<file path="src/rtl/core/tea_pkg.sv">
package tea_pkg;

  localparam int unsigned WORD_W = 32;
  localparam int unsigned KEY_WORDS = 4;
  localparam logic [WORD_W-1:0] TEA_DELTA = 32'h9E37_79B9;

  typedef logic [WORD_W-1:0] word_t;

  typedef enum logic [1:0] {
    KEY_IDX_0 = 2'd0,
    KEY_IDX_1 = 2'd1,
    KEY_IDX_2 = 2'd2,
    KEY_IDX_3 = 2'd3
  } key_idx_t;

  typedef logic [KEY_WORDS-1:0][WORD_W-1:0] key_set_t;

  typedef struct packed {
    logic  kind;
    word_t a;
    word_t b;
  } blk_data_t;

  function automatic word_t mix_term(word_t half, word_t sum, word_t ka, word_t kb);
    return ((half << 4) + ka) ^ (half + sum) ^ ((half >> 5) + kb);
  endfunction

endpackage

</file>
<file path="src/rtl/core/tea_stage.sv">
module tea_stage #(
  parameter bit          PHASE   = 1'b0,
  parameter logic [31:0] SUM_ENC = 32'h9E37_79B9,
  parameter logic [31:0] SUM_DEC = 32'hC6EF_3720
) (
  input  logic               clk,
  input  logic               rst,
  input  logic               en,
  input  logic               in_valid,
  input  tea_pkg::blk_data_t in_data,
  input  tea_pkg::key_set_t  key,
  output logic               out_valid,
  output tea_pkg::blk_data_t out_data
);
  import tea_pkg::*;

  logic      update_a;
  word_t     src;
  word_t     dst;
  word_t     ka;
  word_t     kb;
  word_t     sum;
  word_t     term;
  word_t     res;
  blk_data_t data_next;

  // encrypt: a then b; decrypt: b then a
  always_comb begin
    update_a  = ~(PHASE ^ in_data.kind);
    src       = update_a ? in_data.b : in_data.a;
    dst       = update_a ? in_data.a : in_data.b;
    ka        = update_a ? key[KEY_IDX_0] : key[KEY_IDX_2];
    kb        = update_a ? key[KEY_IDX_1] : key[KEY_IDX_3];
    sum       = in_data.kind ? SUM_DEC : SUM_ENC;
    term      = mix_term(src, sum, ka, kb);
    res       = in_data.kind ? (dst - term) : (dst + term);
    data_next = in_data;
    if (update_a) begin
      data_next.a = res;
    end else begin
      data_next.b = res;
    end
  end

  always_ff @(posedge clk) begin
    if (rst) begin
      out_valid <= 1'b0;
    end else if (en) begin
      out_valid <= in_valid;
    end
  end

  always_ff @(posedge clk) begin
    if (en) begin
      out_data <= data_next;
    end
  end

endmodule

</file>
<file path="config.mk">
export PLATFORM = sky130hd
export DESIGN_NAME = tea_stage
export DESIGN_NICKNAME = d
export VERILOG_FILES = /design/src/rtl/core/tea_pkg.sv /design/src/rtl/core/tea_stage.sv
export SDC_FILE = /design/constraint.sdc
export NUM_CORES = 1
export LEC_CHECK = 0
export BUFFER_PORTS_ARGS = -buffer_cell sky130_fd_sc_hd__buf_2
export CAP_MARGIN = 20
export CORE_MARGIN = 3
export CORE_UTILIZATION = 30
export DETAILED_ROUTE_END_ITERATION = 16
export HOLD_SLACK_MARGIN = 0.02
export MAX_ROUTING_LAYER = met4
export PLACE_DENSITY = 0.49
export REMOVE_ABC_BUFFERS = 1
export SETUP_SLACK_MARGIN = 0.02
export SYNTH_ARGS = -nofsm -noshare
export SYNTH_HDL_FRONTEND = slang
export SYNTH_SLANG_ARGS = --single-unit
</file>
<file path="constraint.sdc">
create_clock -name clk -period 32.3 [get_ports clk]
set_clock_uncertainty 0.1 [all_clocks]
set_input_delay 9.69 -clock clk [delete_from_list [all_inputs] [get_ports clk]]
set_output_delay 9.69 -clock clk [all_outputs]
set_load 0.01 [all_outputs]
</file>
==> impl_metrics.json <==
{
  "cts_tree": "built",
  "status": "finished clean",
  "crit_slowest_cell": "buf_4",
  "layout-drive-gt1-share_pct": 26.5,
  "final_common_cell": "buf_2",
  "hold_viol_final": 0,
  "finalPower_w": 0.00100,
  "async_flop_share_pct": 0,
  "crit_required_ns": 32.29,
  "h-tree-depth": 3,
  "avgSynthCellArea_um2": 8.48,
  "grt_overflow": 0,
  "clockBufferDepth": 2,
  "first_pass_iters": 5,
  "die_y_um": 198,
  "gp_congestion": 0.910,
  "cp_max_fo": 123,
  "p_seq_share_pct": 16.1,
  "netlist_area_mm2": 0.0111,
  "port_buffers": 262,
  "clock_latency_ns": 0.35,
  "setup.worst_path.start": "in_data[64]",
  "min_path_type": "reg2reg",
  "postCtsSetupRepairBufs": 0,
  "power_frac_clock_pct": 10.7,
  "yosysSeqAreaShare_pct": 17.8,
  "mostFrequentLayoutCells": "buf_2 (261), xnor2_1 (133), o21ai_0 (102), a21oi_1 (101), nand2_1 (97)",
  "ctsResizeCount": 0,
  "grt_usage_pct": 20.0,
  "grtUsageMet3_pct": 1.59,
  "grt_util_met2_pct": 28.3,
  "cts-buffers-inserted": 9,
  "grt_pass1_wl_mm": 59.3,
  "synth_cells": 1310,
  "worst_pin_slew_ns": 1.00,
  "fillers": 3759,
  "synth_edf_count": 65,
  "drc": 0,
  "postCtsHoldBufs": 0,
  "start_util_pct": 30.8,
  "synth_seq_cells": 66,
  "p_leak_nw": 5.68,
  "nets": 1836,
  "post-route-util_pct": 36.5,
  "setup_ws_ns": 14.35,
  "antenna_found_initial": 1,
  "clkTransAtPathRegs_ns": 0.06,
  "die_x_um": 198,
  "ir_worst_vdd_v": 0.0000290,
  "slew_violations": 0,
  "p_int_w": 0.000529,
  "synth_ff_type": "edfxtp_1",
  "power_density_mw_per_mm2": 76.2,
  "slew_headroom_pct": 32.2,
  "core_area_mm2": 0.0360,
  "clock-sinks": 66,
  "finalSetupTns_ns": 0,
  "max-cap-violations": 0,
  "cp.arrival_ns": 17.93,
  "endpoint_kind": "flop",
  "die_area_mm2": 0.0394,
  "rsz0062_at_grt": "false",
  "period_needed_ns": 17.95,
  "num_vias": 10700,
  "period_share_pct": 55.6,
  "synth.distinct_cells": 89,
  "grt_use_met1_pct": 30.7,
  "hpwl_mm": 33.0,
  "grt_pass1_vias": 10300,
  "rows": 69,
  "switching_share_pct": 47.2,
  "first_iter_violations": 764,
  "area_delta_synth_final_pct": 18.5,
  "ioPinCount": 263,
  "path_class": "in2reg",
  "grt_max_degree": 124,
  "clock-root-buffer": "clkbuf_16",
  "wire_per_inst_um": 19.5,
  "reg2reg_from": "out_valid",
  "worstHoldStart": "out_valid",
  "pwr-share-comb_pct": 73.2,
  "cp-start-kind": "input port",
  "fmax_ghz": 0.0557,
  "antenna_left": 0,
  "wl_mm": 39.2,
  "ys_warn_count": 0,
  "gr-max-usage-layer": "met1",
  "pre_cts_slack_ns": 14.12,
  "viasPerCell": 5.32,
  "cpPeakStageDelay_ns": 0.71,
  "crit_path_frequent_cell": "xnor2_1",
  "switching_power_w": 0.000473,
  "setup_viol": 0
}
cells in the mapped netlist (all sizes together) (4+ instances only):
cell,n,area share [%]
inv,53,1.8
o211ai,7,0.47
ha,95,11
nand3,19,0.86
o2bb2ai,4,0.32
mux2,96,9.7
o31ai,8,0.54
and4,5,0.39
a31oi,21,1.2
nor3,21,1.0
o211a,4,0.36
or4,7,0.51
a221oi,6,0.59
o311ai,5,0.39
buf,11,0.71
and3,7,0.44
nor2b,18,1.0
xnor3,12,2.4
clkbuf,38,1.3
nand2b,22,1.2
o21a,9,0.61
o41ai,5,0.39
or2,5,0.28
nor2,79,2.7
xnor2,134,11
a211oi,7,0.52
a21o,31,2.1
xor2,49,3.9
nand2,97,3.3
a21oi,101,4.6
edfxtp,65,18
a21boi,11,0.74
and2,10,0.56
nand4,9,0.51
o22ai,8,0.45
nand3b,5,0.34
or3,6,0.38
or3b,4,0.32
o21ai,107,4.8
nor3b,8,0.63
mux2i,23,2.1
o21bai,14,0.95
state kept, by name, summed over array words and instances, names as in the netlist:
signal and count:
out_data 65, out_valid 1
final timing paths:
| check | slack [ns] | end | cells past startpoint |
|---|---|---|---|
| setup / recovery | 14.35 | out_data[63] | 30 |
| setup reg to reg | 31.61 | out_valid | 2 |
| hold / removal | 0.40 | out_valid | 2 |
| hold reg to reg | 0.40 | out_valid | 2 |
layout make-up:
type | instances | area [um^2] | area share (%)
inverter | 53 | 199 | 1.51
tap | 461 | 577 | 4.38
clock buffer | 9 | 225 | 1.71
multi-input combinational | 1142 | 8710 | 66.2
sequential | 66 | 1970 | 15.0
clock inverter | 7 | 93.8 | 0.713
antenna | 1 | 2.50 | 0.0190
timing repair buffer | 269 | 1370 | 10.4
power by group through the flow:
stage | registers (W) | clock network, W | logic, W
2_1_floorplan | 0.000185 | 0 | 0.000504
3_3_place_gp | 0.000163 | 0 | 0.000725
3_5_place_dp | 0.000164 | 0 | 0.000726
4_1_cts | 0.000162 | 0.000111 | 0.000730
5_1_grt | 0.000164 | 0.000113 | 0.000811
6_report | 0.000161 | 0.000107 | 0.000734
metrics by stage:
| step | instance area [um^2] | hold WS [ns] | std cells |
|---|---|---|---|
| 2_1_floorplan | 10900 | 0.428 | 1261 |
| 3_3_place_gp | 12800 | 0.371 | 1991 |
| 3_5_place_dp | 12800 | 0.398 | 1991 |
| 4_1_cts | 13200 | 0.413 | 2007 |
| 5_1_grt | 13200 | 0.457 | 2008 |
| 6_report | 13200 | 0.404 | 2008 |
critical path: cells and delay by family:
family	cells	cell delay (ns)
buf+inv	3	1.32
compound gates	13	3.06
fa+ha+maj	3	1.05
simple gates	5	1.01
xor+xnor	5	1.18
mux	1	0.43
layer usage:
layer  part of all wire, %  wire, um  vias to the layer above
met5                     0         0                        -
li1                      -         -                     5330
met1                    52     20600                     5013
met3                   4.7      1860                       26
met2                    41     16200                      323
met4                   1.5       601                        0
cell families (layout without fill, tap and decap cells):
group / after synthesis / in the layout / share of synthesized area, %
other cells: 0 / 1 / 0
buf+inv: 102 / 338 / 3.79
compound gates: 393 / 393 / 22.7
mux: 119 / 119 / 11.8
xor+xnor: 195 / 195 / 16.9
flops: 66 / 66 / 17.8
simple gates: 337 / 337 / 15.8
fa+ha+maj: 98 / 98 / 11.2
Note: power is estimated with default switching activity, not from simulation.
